<file path="src/hdl/sgr_pkg.sv">
// Package for the SGR attribute decoder: code points, state layout and
// small helper functions. No dependencies.
`default_nettype none
package sgr_pkg;

  localparam int MAX_PARAMS = 16;

  localparam int VAL_W = 16;
  localparam int CNT_W = 5;
  localparam int POS_W = 5;
  localparam int LIM_W = CNT_W + 1;
  localparam int COL_W = 8;
  localparam int LVL_W = 3;

  localparam logic [POS_W-1:0] POS_MAX = '1;

  // SGR code points
  localparam logic [VAL_W-1:0] SGR_RESET     = 16'd0;
  localparam logic [VAL_W-1:0] SGR_BOLD      = 16'd1;
  localparam logic [VAL_W-1:0] SGR_DIM       = 16'd2;
  localparam logic [VAL_W-1:0] SGR_UL        = 16'd4;
  localparam logic [VAL_W-1:0] SGR_REV       = 16'd7;
  localparam logic [VAL_W-1:0] SGR_NORMAL    = 16'd22;
  localparam logic [VAL_W-1:0] SGR_NO_UL     = 16'd24;
  localparam logic [VAL_W-1:0] SGR_NO_REV    = 16'd27;
  localparam logic [VAL_W-1:0] SGR_FG_BASE   = 16'd30;
  localparam logic [VAL_W-1:0] SGR_FG_LAST   = 16'd37;
  localparam logic [VAL_W-1:0] SGR_FG_EXT    = 16'd38;
  localparam logic [VAL_W-1:0] SGR_FG_DEF    = 16'd39;
  localparam logic [VAL_W-1:0] SGR_BG_BASE   = 16'd40;
  localparam logic [VAL_W-1:0] SGR_BG_LAST   = 16'd47;
  localparam logic [VAL_W-1:0] SGR_BG_EXT    = 16'd48;
  localparam logic [VAL_W-1:0] SGR_BG_DEF    = 16'd49;
  localparam logic [VAL_W-1:0] SGR_FG_BRIGHT = 16'd90;
  localparam logic [VAL_W-1:0] SGR_FG_BR_END = 16'd97;
  localparam logic [VAL_W-1:0] SGR_BG_BRIGHT = 16'd100;
  localparam logic [VAL_W-1:0] SGR_BG_BR_END = 16'd107;

  // Selectors following 38/48
  localparam logic [VAL_W-1:0] SEL_INDEX = 16'd5;
  localparam logic [VAL_W-1:0] SEL_RGB   = 16'd2;

  localparam logic [COL_W-1:0] BRIGHT_OFS = 8'd8;
  localparam logic [COL_W-1:0] CUBE_BASE  = 8'd16;
  localparam logic [COL_W-1:0] CUBE_R     = 8'd36;
  localparam logic [COL_W-1:0] CUBE_G     = 8'd6;
  localparam logic [VAL_W-1:0] CHAN_MAX   = 16'd255;

  typedef enum logic [2:0] {
    PH_IDLE,
    PH_SELECT,
    PH_INDEX,
    PH_RED,
    PH_GREEN,
    PH_BLUE
  } phase_t;

  typedef struct packed {
    logic [COL_W-1:0] fore;
    logic [COL_W-1:0] back;
    logic             fg_def;
    logic             bg_def;
    logic             bold;
    logic             dim;
    logic             ul;
    logic             rev;
    phase_t           phase;
    logic             tgt_back;
    logic             rgb_ok;
    logic [LVL_W-1:0] red;
    logic [LVL_W-1:0] green;
    logic [POS_W-1:0] pos;
  } sgr_state_t;

  localparam sgr_state_t STATE_RST = '{
    fore: '0, back: '0, fg_def: 1'b1, bg_def: 1'b1, bold: 1'b0, dim: 1'b0,
    ul: 1'b0, rev: 1'b0, phase: PH_IDLE, tgt_back: 1'b0, rgb_ok: 1'b0,
    red: '0, green: '0, pos: '0
  };

  function automatic logic [COL_W-1:0] clamp255(input logic [VAL_W-1:0] v);
    clamp255 = (v > CHAN_MAX) ? CHAN_MAX[COL_W-1:0] : v[COL_W-1:0];
  endfunction

  // floor(min(v,255) * 5 / 255) == floor(min(v,255) / 51)
  function automatic logic [LVL_W-1:0] level_of(input logic [VAL_W-1:0] v);
    if (v >= 16'd255)      level_of = 3'd5;
    else if (v >= 16'd204) level_of = 3'd4;
    else if (v >= 16'd153) level_of = 3'd3;
    else if (v >= 16'd102) level_of = 3'd2;
    else if (v >= 16'd51)  level_of = 3'd1;
    else                   level_of = 3'd0;
  endfunction

endpackage
`default_nettype wire

</file>
<file path="src/hdl/sgr_next.sv">
// Next-state logic of the SGR decoder: phase tracking for extended colors
// and the ordinary code decode. Depends on sgr_pkg.
`default_nettype none
module sgr_next (
  input  wire logic [sgr_pkg::VAL_W-1:0] value,
  input  wire logic                      first,
  input  wire logic [sgr_pkg::CNT_W-1:0] count,
  input  wire sgr_pkg::sgr_state_t       cur,
  output sgr_pkg::sgr_state_t            nxt
);

  sgr_pkg::phase_t             eff_phase;
  sgr_pkg::phase_t             phase_nxt;
  logic [sgr_pkg::POS_W-1:0]   pos;
  logic [sgr_pkg::LIM_W-1:0]   n_lim;
  logic                        in_range;
  logic                        room2;
  logic                        room4;
  logic                        is_ext;
  logic                        bare;
  logic                        ord_en;
  logic                        set_en;
  logic [sgr_pkg::COL_W-1:0]   set_idx;
  logic                        ld_red;
  logic                        ld_green;
  logic [sgr_pkg::COL_W-1:0]   cube_idx;

  assign eff_phase = first ? sgr_pkg::PH_IDLE : cur.phase;
  assign pos       = first ? '0 : cur.pos;
  assign n_lim     = (sgr_pkg::LIM_W'(count) > sgr_pkg::LIM_W'(sgr_pkg::MAX_PARAMS)) ?
                     sgr_pkg::LIM_W'(sgr_pkg::MAX_PARAMS) : sgr_pkg::LIM_W'(count);
  assign in_range  = sgr_pkg::LIM_W'(pos) < n_lim;
  assign room2     = (sgr_pkg::LIM_W'(pos) + sgr_pkg::LIM_W'(2)) < n_lim;
  assign room4     = (sgr_pkg::LIM_W'(pos) + sgr_pkg::LIM_W'(4)) < n_lim;
  assign is_ext    = (value == sgr_pkg::SGR_FG_EXT) || (value == sgr_pkg::SGR_BG_EXT);

  assign cube_idx = sgr_pkg::CUBE_BASE
                  + sgr_pkg::COL_W'(cur.red) * sgr_pkg::CUBE_R
                  + sgr_pkg::COL_W'(cur.green) * sgr_pkg::CUBE_G
                  + sgr_pkg::COL_W'(sgr_pkg::level_of(value));

  // phase machine: next phase and the action this item takes
  always_comb begin
    phase_nxt = eff_phase;
    bare      = 1'b0;
    ord_en    = 1'b0;
    set_en    = 1'b0;
    set_idx   = sgr_pkg::clamp255(value);
    ld_red    = 1'b0;
    ld_green  = 1'b0;
    if (count == '0) begin
      bare      = 1'b1;
      phase_nxt = sgr_pkg::PH_IDLE;
    end else if (in_range) begin
      unique case (eff_phase)
        sgr_pkg::PH_SELECT: begin
          if (value == sgr_pkg::SEL_INDEX) begin
            phase_nxt = sgr_pkg::PH_INDEX;
          end else if (value == sgr_pkg::SEL_RGB && cur.rgb_ok) begin
            phase_nxt = sgr_pkg::PH_RED;
          end else begin
            // selector falls back to an ordinary code
            ord_en    = 1'b1;
            phase_nxt = (is_ext && room2) ? sgr_pkg::PH_SELECT : sgr_pkg::PH_IDLE;
          end
        end
        sgr_pkg::PH_INDEX: begin
          set_en    = 1'b1;
          phase_nxt = sgr_pkg::PH_IDLE;
        end
        sgr_pkg::PH_RED: begin
          ld_red    = 1'b1;
          phase_nxt = sgr_pkg::PH_GREEN;
        end
        sgr_pkg::PH_GREEN: begin
          ld_green  = 1'b1;
          phase_nxt = sgr_pkg::PH_BLUE;
        end
        sgr_pkg::PH_BLUE: begin
          set_en    = 1'b1;
          set_idx   = cube_idx;
          phase_nxt = sgr_pkg::PH_IDLE;
        end
        default: begin
          ord_en    = 1'b1;
          phase_nxt = (is_ext && room2) ? sgr_pkg::PH_SELECT : sgr_pkg::PH_IDLE;
        end
      endcase
    end
  end

  // attribute and color update
  always_comb begin
    nxt       = cur;
    nxt.phase = phase_nxt;
    nxt.pos   = (pos == sgr_pkg::POS_MAX) ? sgr_pkg::POS_MAX : pos + 1'b1;
    if (bare) begin
      nxt.fore   = '0;
      nxt.back   = '0;
      nxt.fg_def = 1'b1;
      nxt.bg_def = 1'b1;
      nxt.bold   = 1'b0;
      nxt.dim    = 1'b0;
      nxt.ul     = 1'b0;
      nxt.rev    = 1'b0;
    end
    if (ld_red)   nxt.red   = sgr_pkg::level_of(value);
    if (ld_green) nxt.green = sgr_pkg::level_of(value);
    if (set_en) begin
      if (cur.tgt_back) begin
        nxt.back   = set_idx;
        nxt.bg_def = 1'b0;
      end else begin
        nxt.fore   = set_idx;
        nxt.fg_def = 1'b0;
      end
    end
    if (ord_en) begin
      unique case (value) inside
        sgr_pkg::SGR_RESET: begin
          nxt.fore   = '0;
          nxt.back   = '0;
          nxt.fg_def = 1'b1;
          nxt.bg_def = 1'b1;
          nxt.bold   = 1'b0;
          nxt.dim    = 1'b0;
          nxt.ul     = 1'b0;
          nxt.rev    = 1'b0;
        end
        sgr_pkg::SGR_BOLD:   nxt.bold   = 1'b1;
        sgr_pkg::SGR_DIM:    nxt.dim    = 1'b1;
        sgr_pkg::SGR_UL:     nxt.ul     = 1'b1;
        sgr_pkg::SGR_REV:    nxt.rev    = 1'b1;
        sgr_pkg::SGR_NORMAL: begin
          nxt.bold = 1'b0;
          nxt.dim  = 1'b0;
        end
        sgr_pkg::SGR_NO_UL:  nxt.ul     = 1'b0;
        sgr_pkg::SGR_NO_REV: nxt.rev    = 1'b0;
        sgr_pkg::SGR_FG_DEF: nxt.fg_def = 1'b1;
        sgr_pkg::SGR_BG_DEF: nxt.bg_def = 1'b1;
        sgr_pkg::SGR_FG_EXT, sgr_pkg::SGR_BG_EXT: begin
          if (room2) begin
            nxt.tgt_back = (value == sgr_pkg::SGR_BG_EXT);
            nxt.rgb_ok   = room4;
          end
        end
        [sgr_pkg::SGR_FG_BASE:sgr_pkg::SGR_FG_LAST]: begin
          nxt.fore   = sgr_pkg::COL_W'(value - sgr_pkg::SGR_FG_BASE);
          nxt.fg_def = 1'b0;
        end
        [sgr_pkg::SGR_FG_BRIGHT:sgr_pkg::SGR_FG_BR_END]: begin
          nxt.fore   = sgr_pkg::COL_W'(value - sgr_pkg::SGR_FG_BRIGHT) + sgr_pkg::BRIGHT_OFS;
          nxt.fg_def = 1'b0;
        end
        [sgr_pkg::SGR_BG_BASE:sgr_pkg::SGR_BG_LAST]: begin
          nxt.back   = sgr_pkg::COL_W'(value - sgr_pkg::SGR_BG_BASE);
          nxt.bg_def = 1'b0;
        end
        [sgr_pkg::SGR_BG_BRIGHT:sgr_pkg::SGR_BG_BR_END]: begin
          nxt.back   = sgr_pkg::COL_W'(value - sgr_pkg::SGR_BG_BRIGHT) + sgr_pkg::BRIGHT_OFS;
          nxt.bg_def = 1'b0;
        end
        default: ;
      endcase
    end
  end

endmodule
`default_nettype wire

</file>
<file path="src/hdl/sgr_attribute_decoder_top.sv">
// Top level of the SGR attribute decoder: input register, decoder state
// (which doubles as the result register) and handshake. Uses sgr_pkg, sgr_next.
//
//   channel | ports                                  | role
//   --------+----------------------------------------+----------------------------
//   in      | in_valid/in_ready, value, first, count | one SGR parameter per item
//   out     | out_valid/out_ready, colors, 6 flags   | attribute state after item
//
// One item per cycle sustained while out_ready stays high; a result shows after its item is
// accepted and passes the input register, then the next-state update into the state register.
// Synchronous active-low reset restores default colors and clears the attribute flags.
// A stalled result holds the state register; the input register keeps taking
// one more item, then in_ready drops until out_ready returns.
`default_nettype none
module sgr_attribute_decoder_top (
  input  wire logic                      clk,
  input  wire logic                      rst_n,
  input  wire logic                      in_valid,
  output logic                           in_ready,
  input  wire logic [sgr_pkg::VAL_W-1:0] in_value,
  input  wire logic                      in_first,
  input  wire logic [sgr_pkg::CNT_W-1:0] in_count,
  output logic                           out_valid,
  input  wire logic                      out_ready,
  output logic [sgr_pkg::COL_W-1:0]      out_fg_color,
  output logic [sgr_pkg::COL_W-1:0]      out_bg_color,
  output logic                           out_fg_is_default,
  output logic                           out_bg_is_default,
  output logic                           out_bold,
  output logic                           out_dim,
  output logic                           out_underline,
  output logic                           out_reverse
);

  logic [sgr_pkg::VAL_W-1:0] value_r;
  logic                      first_r;
  logic [sgr_pkg::CNT_W-1:0] count_r;
  logic                      s1_valid_r;
  logic                      s1_valid_nxt;
  logic                      out_valid_r;
  logic                      out_valid_nxt;
  sgr_pkg::sgr_state_t       state_r;
  sgr_pkg::sgr_state_t       state_nxt;
  logic                      in_fire;
  logic                      s1_fire;

  assign s1_fire  = s1_valid_r && (!out_valid_r || out_ready);
  assign in_ready = !s1_valid_r || s1_fire;
  assign in_fire  = in_valid && in_ready;

  assign s1_valid_nxt  = in_fire ? 1'b1 : (s1_fire ? 1'b0 : s1_valid_r);
  assign out_valid_nxt = s1_fire ? 1'b1 : (out_ready ? 1'b0 : out_valid_r);

  always_ff @(posedge clk) begin
    if (in_fire) begin
      value_r <= in_value;
      first_r <= in_first;
      count_r <= in_count;
    end
  end

  sgr_next u_next (
    .value (value_r),
    .first (first_r),
    .count (count_r),
    .cur   (state_r),
    .nxt   (state_nxt)
  );

  always_ff @(posedge clk) begin
    if (!rst_n) begin
      s1_valid_r  <= 1'b0;
      out_valid_r <= 1'b0;
      state_r     <= sgr_pkg::STATE_RST;
    end else begin
      s1_valid_r  <= s1_valid_nxt;
      out_valid_r <= out_valid_nxt;
      if (s1_fire) state_r <= state_nxt;
    end
  end

  assign out_valid         = out_valid_r;
  assign out_fg_color      = state_r.fore;
  assign out_bg_color      = state_r.back;
  assign out_fg_is_default = state_r.fg_def;
  assign out_bg_is_default = state_r.bg_def;
  assign out_bold          = state_r.bold;
  assign out_dim           = state_r.dim;
  assign out_underline     = state_r.ul;
  assign out_reverse       = state_r.rev;

endmodule
`default_nettype wire

</file>
<file path="config.mk">
export PLATFORM = sky130hd
export DESIGN_NAME = sgr_attribute_decoder_top
export DESIGN_NICKNAME = d
export VERILOG_FILES = /design/src/hdl/sgr_pkg.sv /design/src/hdl/sgr_next.sv /design/src/hdl/sgr_attribute_decoder_top.sv
export SDC_FILE = /design/constraint.sdc
export NUM_CORES = 1
export LEC_CHECK = 0
export BUFFER_PORTS_ARGS = -buffer_cell sky130_fd_sc_hd__buf_2
export CAP_MARGIN = 25
export CORE_ASPECT_RATIO = 1.4
export CORE_MARGIN = 2
export CORE_UTILIZATION = 30
export DETAILED_ROUTE_END_ITERATION = 10
export PLACE_DENSITY_LB_ADDON = 0.1
export RECOVER_POWER = 100
export SLEW_MARGIN = 20
export SYNTH_ARGS = -nofsm -noshare
export SYNTH_HDL_FRONTEND = slang
export SYNTH_SLANG_ARGS = --single-unit
</file>
<file path="constraint.sdc">
create_clock -name clk -period 4.1 [get_ports clk]
set_input_delay 0.615 -clock clk [delete_from_list [all_inputs] [get_ports clk]]
set_output_delay 0.615 -clock clk [all_outputs]
set_load 0.02 [all_outputs]
</file>
# Word-level counts from Yosys, hierarchy flattened
# Index checks and enable logic that the tools add are counted.
# W data, S select, Z words.
word_totals:
  regBits: 62
  out_inout_bits: 24
classes:
  addsub: 12
  mul: 2
  magnitude_cmp: 18
  n_eq_ne: 18
  muxes: 53
  n_reduce_logical: 30
op_table:
  columns: ["operator", "n"]
  rows:
  - ["$eq A16 B6 Y1 const B", 4]
  - ["$eq A16 B3 Y1 const B", 3]
  - ["$eq A16 B5 Y1 const B", 3]
  - ["$ge A16 B7 Y1 const B", 3]
  - ["$ge A16 B8 Y1 const B", 3]
  - ["$mux W8", 6]
  - ["$pmux W8 S3", 2]
  - ["$mux W22", 2]
  - ["$ge A16 B6 Y1 const B", 2]
  - ["$le A16 B6 Y1 const B", 2]
  - ["$le A16 B7 Y1 const B", 2]
  - ["$mux W3", 9]
  - ["$mux W1", 22]
  - ["$mux W18", 1]
  - ["$reduce_or A2 Y1", 9]
  - ["$add A8 B4 Y8 const B", 2]
  - ["$eq A16 B1 Y1 const B", 1]
  - ["$eq A16 B2 Y1 const B", 1]
  - ["$ge A16 B5 Y1 const B", 1]
  - ["$gt A16 B8 Y1 const B", 1]
  - ["$logic_not A16 Y1", 1]
  - ["$sub A8 B7 Y8 const B", 2]
  - ["$mux W5", 3]
  - ["$pmux W1 S2", 7]
  - ["other kinds (26)", 41]

# Depth between registers and ports, before layout
depth:
  depth_word: 14
  mapped_depth: 19

# Cells and area by module
# A second synthesis with hierarchy kept.
hier_totals:
  cells_unflattened: 635
  area_unflattened_um2: 5267.6
modules_own_cells:
  columns: ["module", "n_inst", "cells_per_inst", "area_per_inst_um2", "seq_area_each_um2"]
  rows:
  - ["sgr_next", 1, 423, 2846.5, 0.0]
  - ["sgr_attribute_decoder_top", 1, 212, 2421.1, 1461.4]

# Worst setup path before layout
# No wires, ideal clock.
synth_timing:
  path_type: "register -> register"
  start: "reg value_r[1] (netlist name)"
  end: "reg state_r (netlist bit out_bg_color[6])"
  setup_ps: 58
  arrival_time_ps: 3720
  required_time_ps: 4042
  setup_slack_ps: 322
  path_stages_with_launch: 19
  path_cell_list: "edfxtp_1 > clkbuf_1 > clkbuf_1 > inv_1 > ha_1 > nand2_1 > o21ai_0 > a31o_2 > fa_1 > ha_1 > inv_1 > fa_1 > nor2b_1 > o21ai_0 > nand2b_1 > xnor2_1 > a211o_1 > a21oi_1 > o221a_2"
synth_between:
  elab_chain_cells: 14
  elab_cells_between_ends: 38
  cone_classes: "4 x add/sub; 10 x order compare; 2 x eq/ne; 18 x mux; 4 x reduce/logical"
synth_lines:
  columns: ["element", "line", "rtl"]
  rows:
  - ["start, declared", "sgr_attribute_decoder_top.sv:35", "logic [sgr_pkg::VAL_W-1:0] value_r;"]
  - ["start signal, assigned", "sgr_attribute_decoder_top.sv:56", "value_r <= in_value;"]
  - ["$ge A16 B6 Y1", "sgr_pkg.sv:91", "else if (v >= 16'd51) level_of = 3'd1;"]
  - ["$mux W1", "sgr_pkg.sv:91", null]
  - ["$mux W3 (4 in a row)", null, null]
  - ["$add A8 B3 Y8", "sgr_next.sv:40", "+ sgr_pkg::COL_W'(sgr_pkg::level_of(value));"]
  - ["$mux W8", "sgr_next.sv:55", "unique case (eff_phase)"]
  - ["$mux W8", "sgr_next.sv:54", "end else if (in_range) begin"]
  - ["$mux W8", "sgr_next.sv:51", "if (count == '0) begin"]
  - ["$mux W8", "sgr_next.sv:110", "if (cur.tgt_back) begin"]
  - ["$mux W18", "sgr_next.sv:109", "if (set_en) begin"]
  - ["$pmux W8 S3", "sgr_next.sv:119", "unique case (value) inside"]
  - ["$mux W22 (*)", "sgr_next.sv:118", "if (ord_en) begin"]
  - ["end signal, assigned", "sgr_attribute_decoder_top.sv:74", "state_r <= sgr_pkg::STATE_RST;"]
  - ["end signal, assigned", "sgr_attribute_decoder_top.sv:78", "if (s1_fire) state_r <= state_nxt;"]
  - ["end, declared", "sgr_attribute_decoder_top.sv:42", "sgr_pkg::sgr_state_t state_r;"]
# Every way passes the cells marked *; elsewhere a longest branch is shown, timed or not.
# A chain may end at the register's enable or synchronous reset.

# Final worst setup path
layout_timing:
  start: "reg value_r[5] (netlist name)"
  end: "reg state_r (netlist bit out_fg_color[4])"
# Same word-level chain as after synthesis.

==> summary.json <==
{
  "routabilityCongestion": {"value": 0.924},
  "crit_arrival": {"value": 4130, "unit": "ps"},
  "postCtsHoldBufs": {"value": 0},
  "cts.sinks": {"value": 62},
  "critical-path-slowest-cell": {"value": "sky130_fd_sc_hd__o311ai_2"},
  "clock_tree_root": {"value": "sky130_fd_sc_hd__clkbuf_16"},
  "seq_area_frac_synth": {"value": 0.300},
  "grt_pass1_vias": {"value": 4433},
  "p_per_area": {"value": 301, "unit": "mW/mm^2"},
  "grt_max_degree": {"value": 29},
  "detail_route.vias_per_cell": {"value": 5.53},
  "mappedNetlistNets": {"value": 640},
  "clock_path_buffers": {"value": 2},
  "globalRoute.totalOverflow": {"value": 0},
  "clkSlewWorstSetupHoldPaths": {"value": 60, "unit": "ps"},
  "fraction_of_registers_with_async_set_or_reset_after_synthesis": {"value": 0},
  "final_cell_mix": {"value": "sky130_fd_sc_hd__nor2_1, sky130_fd_sc_hd__ha_1, sky130_fd_sc_hd__dfxtp_1"},
  "syn_area_per_cell": {"value": 8.54, "unit": "sq um"},
  "internal_power": {"value": 1.18, "unit": "mW"},
  "synth_edf_count": {"value": 22},
  "fp.dieArea": {"value": 0.0173, "unit": "sq mm"},
  "area_taken_by_flip_flops_and_latches": {"value": 0.00146, "unit": "sq mm"},
  "synthesis.instances": {"value": 571},
  "critPathTopFamily": {"value": "compound AO/OA/AOI/OAI gates"},
  "logic_pwr_share": {"value": 0.133},
  "yosysWarnings": {"value": 0},
  "setup-violations-final": {"value": 0},
  "power.leakage": {"value": 2.11, "unit": "nW"},
  "critPathLaunchType": {"value": "flip-flop"},
  "cts-htree-levels": {"value": 3},
  "finalMaxSlewViolations": {"value": 0},
  "critical_path_peak_fanout": {"value": 15},
  "synth_flop_cell": {"value": "sky130_fd_sc_hd__dfxtp_1"},
  "status": {"value": "finished clean"},
  "layout-area-overhead-vs-synth": {"value": 12.6, "unit": "%"},
  "placement.setup.worst_slack": {"value": 372, "unit": "ps"},
  "drc": {"value": 0},
  "timing.hold.worst.class": {"value": "input pin to flip-flop"},
  "fmax": {"value": 260, "unit": "MHz"},
  "setup_total_negative_slack": {"value": 0, "unit": "ps"},
  "final.setup_skew": {"value": 8.56, "unit": "ps"},
  "post_layout_minimum_cycle_time": {"value": 3840, "unit": "ps"},
  "drt_pass1_iterations": {"value": 4},
  "final_nets": {"value": 674},
  "maxCapViolCount": {"value": 0},
  "timing.critical_path.cells": {"value": "clkbuf_1 > or4_1 > nor3_1 > nor4_1 > o311ai_2 > a21oi_1 > a31oi_1 > a32o_1"},
  "postRouteAntennaNets": {"value": 0},
  "power_frac_clock": {"value": 0.453},
  "layout.cells.most_common": {"value": "sky130_fd_sc_hd__nor2_1"},
  "critical_setup_path_kind": {"value": "flip-flop to flip-flop"},
  "max_slew_headroom": {"value": 0.340},
  "critical_path.max_stage_delay": {"value": 850, "unit": "ps"},
  "grt.total_usage": {"value": 0.190},
  "cts_made_buffers": {"value": 9},
  "synth.ff_latch_count": {"value": 62},
  "cts_post_setup_buffers_inserted": {"value": 0},
  "yosys.cell_types.count": {"value": 77},
  "final.fill_count": {"value": 1681},
  "diodes": {"value": 0},
  "fin_crit_sh": {"value": 0.937},
  "post_drt_wl_per_cell": {"value": 20.1, "unit": "um"},
  "max_slew.worst_pin.slew": {"value": 988, "unit": "ps"},
  "layout-drive-gt1-share": {"value": 0.130},
  "detailed_route_iter0_violations": {"value": 246},
  "post_cts_resized": {"value": 0},
  "total_area_of_multi_input_combinational_cells": {"value": 0.00301, "unit": "sq mm"},
  "worstSkewPairLatency": {"value": 340, "unit": "ps"},
  "final_cell_area": {"value": 0.00549, "unit": "sq mm"},
  "endpoint_kind": {"value": "flip-flop"},
  "chipWidth": {"value": 112, "unit": "um"},
  "peakVddDrop": {"value": 0.000194, "unit": "V"},
  "final.setup.worst_slack": {"value": 257, "unit": "ps"},
  "syn_area": {"value": 0.00488, "unit": "sq mm"},
  "placement.io_buffers": {"value": 49},
  "dr_total_vias": {"value": 4473},
  "rsz0062_at_grt": {"value": "false"},
  "switchingPower": {"value": 0.472, "unit": "mW"},
  "die-height": {"value": 155, "unit": "um"},
  "power_switching_share": {"value": 0.285},
  "report.final.hold_viol_count": {"value": 0},
  "fp.coreArea": {"value": 0.0160, "unit": "sq mm"},
  "grt_antenna_before_repair": {"value": 0},
  "grt_pass1_wl": {"value": 25400, "unit": "um"},
  "totalWireLength": {"value": 16300, "unit": "um"},
  "dpl.hpwl": {"value": 12100, "unit": "um"},
  "start_util": {"value": 0.304},
  "cts_tree": {"value": "yes"},
  "power.share.sequential": {"value": 0.413},
  "worst_ep_required_time": {"value": 4390, "unit": "ps"},
  "cell_row_count": {"value": 55},
  "cp.buffers_inverters": {"value": 1},
  "post_place_instance_area": {"value": 0.00527, "unit": "sq mm"},
  "ios": {"value": 50}
}
-- worst paths after layout --
path / startpoint / to / slack [ps] / cells past startpoint
worst max-delay path: value_r[5]$_DFFE_PP_ / out_fg_color[4]$_SDFFE_PN0P_ / 260 / 8
worst min register to register: out_bold$_SDFFE_PN0P_ / out_bold$_SDFFE_PN0P_ / 470 / 2
worst min-delay path: in_value[2] / value_r[2]$_DFFE_PP_ / 440 / 1
worst max register to register: value_r[5]$_DFFE_PP_ / out_fg_color[4]$_SDFFE_PN0P_ / 260 / 8
-- stage by stage --
stage / power, mW / cells / hold WS (ps) / utilization
floorplan: 0.846 / 571 / 446 / -
global placement: 0.922 / 792 / 461 / 0.329
detailed placement: 0.922 / 792 / 457 / 0.329
CTS: 1.68 / 808 / 432 / 0.347
global route: 1.73 / 809 / 434 / 0.343
finish: 1.66 / 809 / 444 / 0.343
-- cell type report --
cell class / count / share of cell area
Clock buffer: 12 / 0.0469
Multi-Input combinational cell: 432 / 0.548
Tap cell: 199 / 0.0453
Sequential cell: 62 / 0.266
Timing Repair Buffer: 73 / 0.0697
Clock inverter: 4 / 0.00524
Inverter: 27 / 0.0185
-- routing by layer --
metal | routed length, um | share of wire | GRT usage | vias up
met5 | 0 | 0 | 0 | -
met1 | 7100 | 0.44 | 0.235 | 2146
met4 | 373 | 0.023 | 0.0717 | 0
met2 | 8220 | 0.51 | 0.332 | 113
li1 | - | - | - | 2190
met3 | 580 | 0.036 | 0.0296 | 24
-- sequential cells by signal, indices dropped and copies added, names as in the netlist --
register,flops
out_bold,1
s1_valid_r,1
first_r,1
out_bg_is_default,1
out_fg_is_default,1
state_r,16
out_reverse,1
out_underline,1
out_fg_color,8
out_valid,1
value_r,16
out_dim,1
out_bg_color,8
count_r,5
-- cell families (layout without fill, tap and decap cells) --
logic type / Yosys count / in the layout / share of synthesized area
xor+xnor: 10 / 10 / 0.0180
compound gates: 175 / 175 / 0.260
simple gates: 194 / 194 / 0.210
flops: 62 / 62 / 0.300
mux: 10 / 10 / 0.0210
fa+ha+maj: 43 / 43 / 0.115
buf+inv: 77 / 116 / 0.0764
-- power groups by stage --
stage	Clock (mW)	Combinational, mW	Sequential, mW
6_report	0.751	0.220	0.684
5_1_grt	0.802	0.242	0.688
4_1_cts	0.774	0.226	0.684
3_5_place_dp	0	0.225	0.698
3_3_place_gp	0	0.226	0.696
2_1_floorplan	0	0.157	0.689
-- cells in the mapped netlist, types with 5 or more instances --
cell type,count,area share
sky130_fd_sc_hd__a31oi_1,12,0.015
sky130_fd_sc_hd__o31ai_1,9,0.014
sky130_fd_sc_hd__a21oi_1,36,0.037
sky130_fd_sc_hd__nand2b_1,13,0.017
sky130_fd_sc_hd__mux2i_1,8,0.016
sky130_fd_sc_hd__a221oi_1,5,0.0090
sky130_fd_sc_hd__ha_1,40,0.10
sky130_fd_sc_hd__inv_1,25,0.019
sky130_fd_sc_hd__nor3_1,17,0.017
sky130_fd_sc_hd__buf_4,16,0.025
sky130_fd_sc_hd__a311oi_1,7,0.013
sky130_fd_sc_hd__dfxtp_1,40,0.16
sky130_fd_sc_hd__xor2_1,5,0.0090
sky130_fd_sc_hd__edfxtp_1,22,0.14
sky130_fd_sc_hd__nand3_1,28,0.029
sky130_fd_sc_hd__a211oi_1,9,0.014
sky130_fd_sc_hd__o211ai_1,8,0.012
sky130_fd_sc_hd__nor2b_1,8,0.010
sky130_fd_sc_hd__xnor2_1,5,0.0090
sky130_fd_sc_hd__a21o_1,8,0.012
sky130_fd_sc_hd__buf_2,7,0.0072
sky130_fd_sc_hd__nor4_1,7,0.0090
sky130_fd_sc_hd__clkbuf_1,25,0.019
sky130_fd_sc_hd__and3_1,11,0.014
sky130_fd_sc_hd__nor2_1,42,0.032
sky130_fd_sc_hd__o21ai_0,29,0.030
sky130_fd_sc_hd__nand2_1,37,0.028
(Power assumes the default switching activity.)
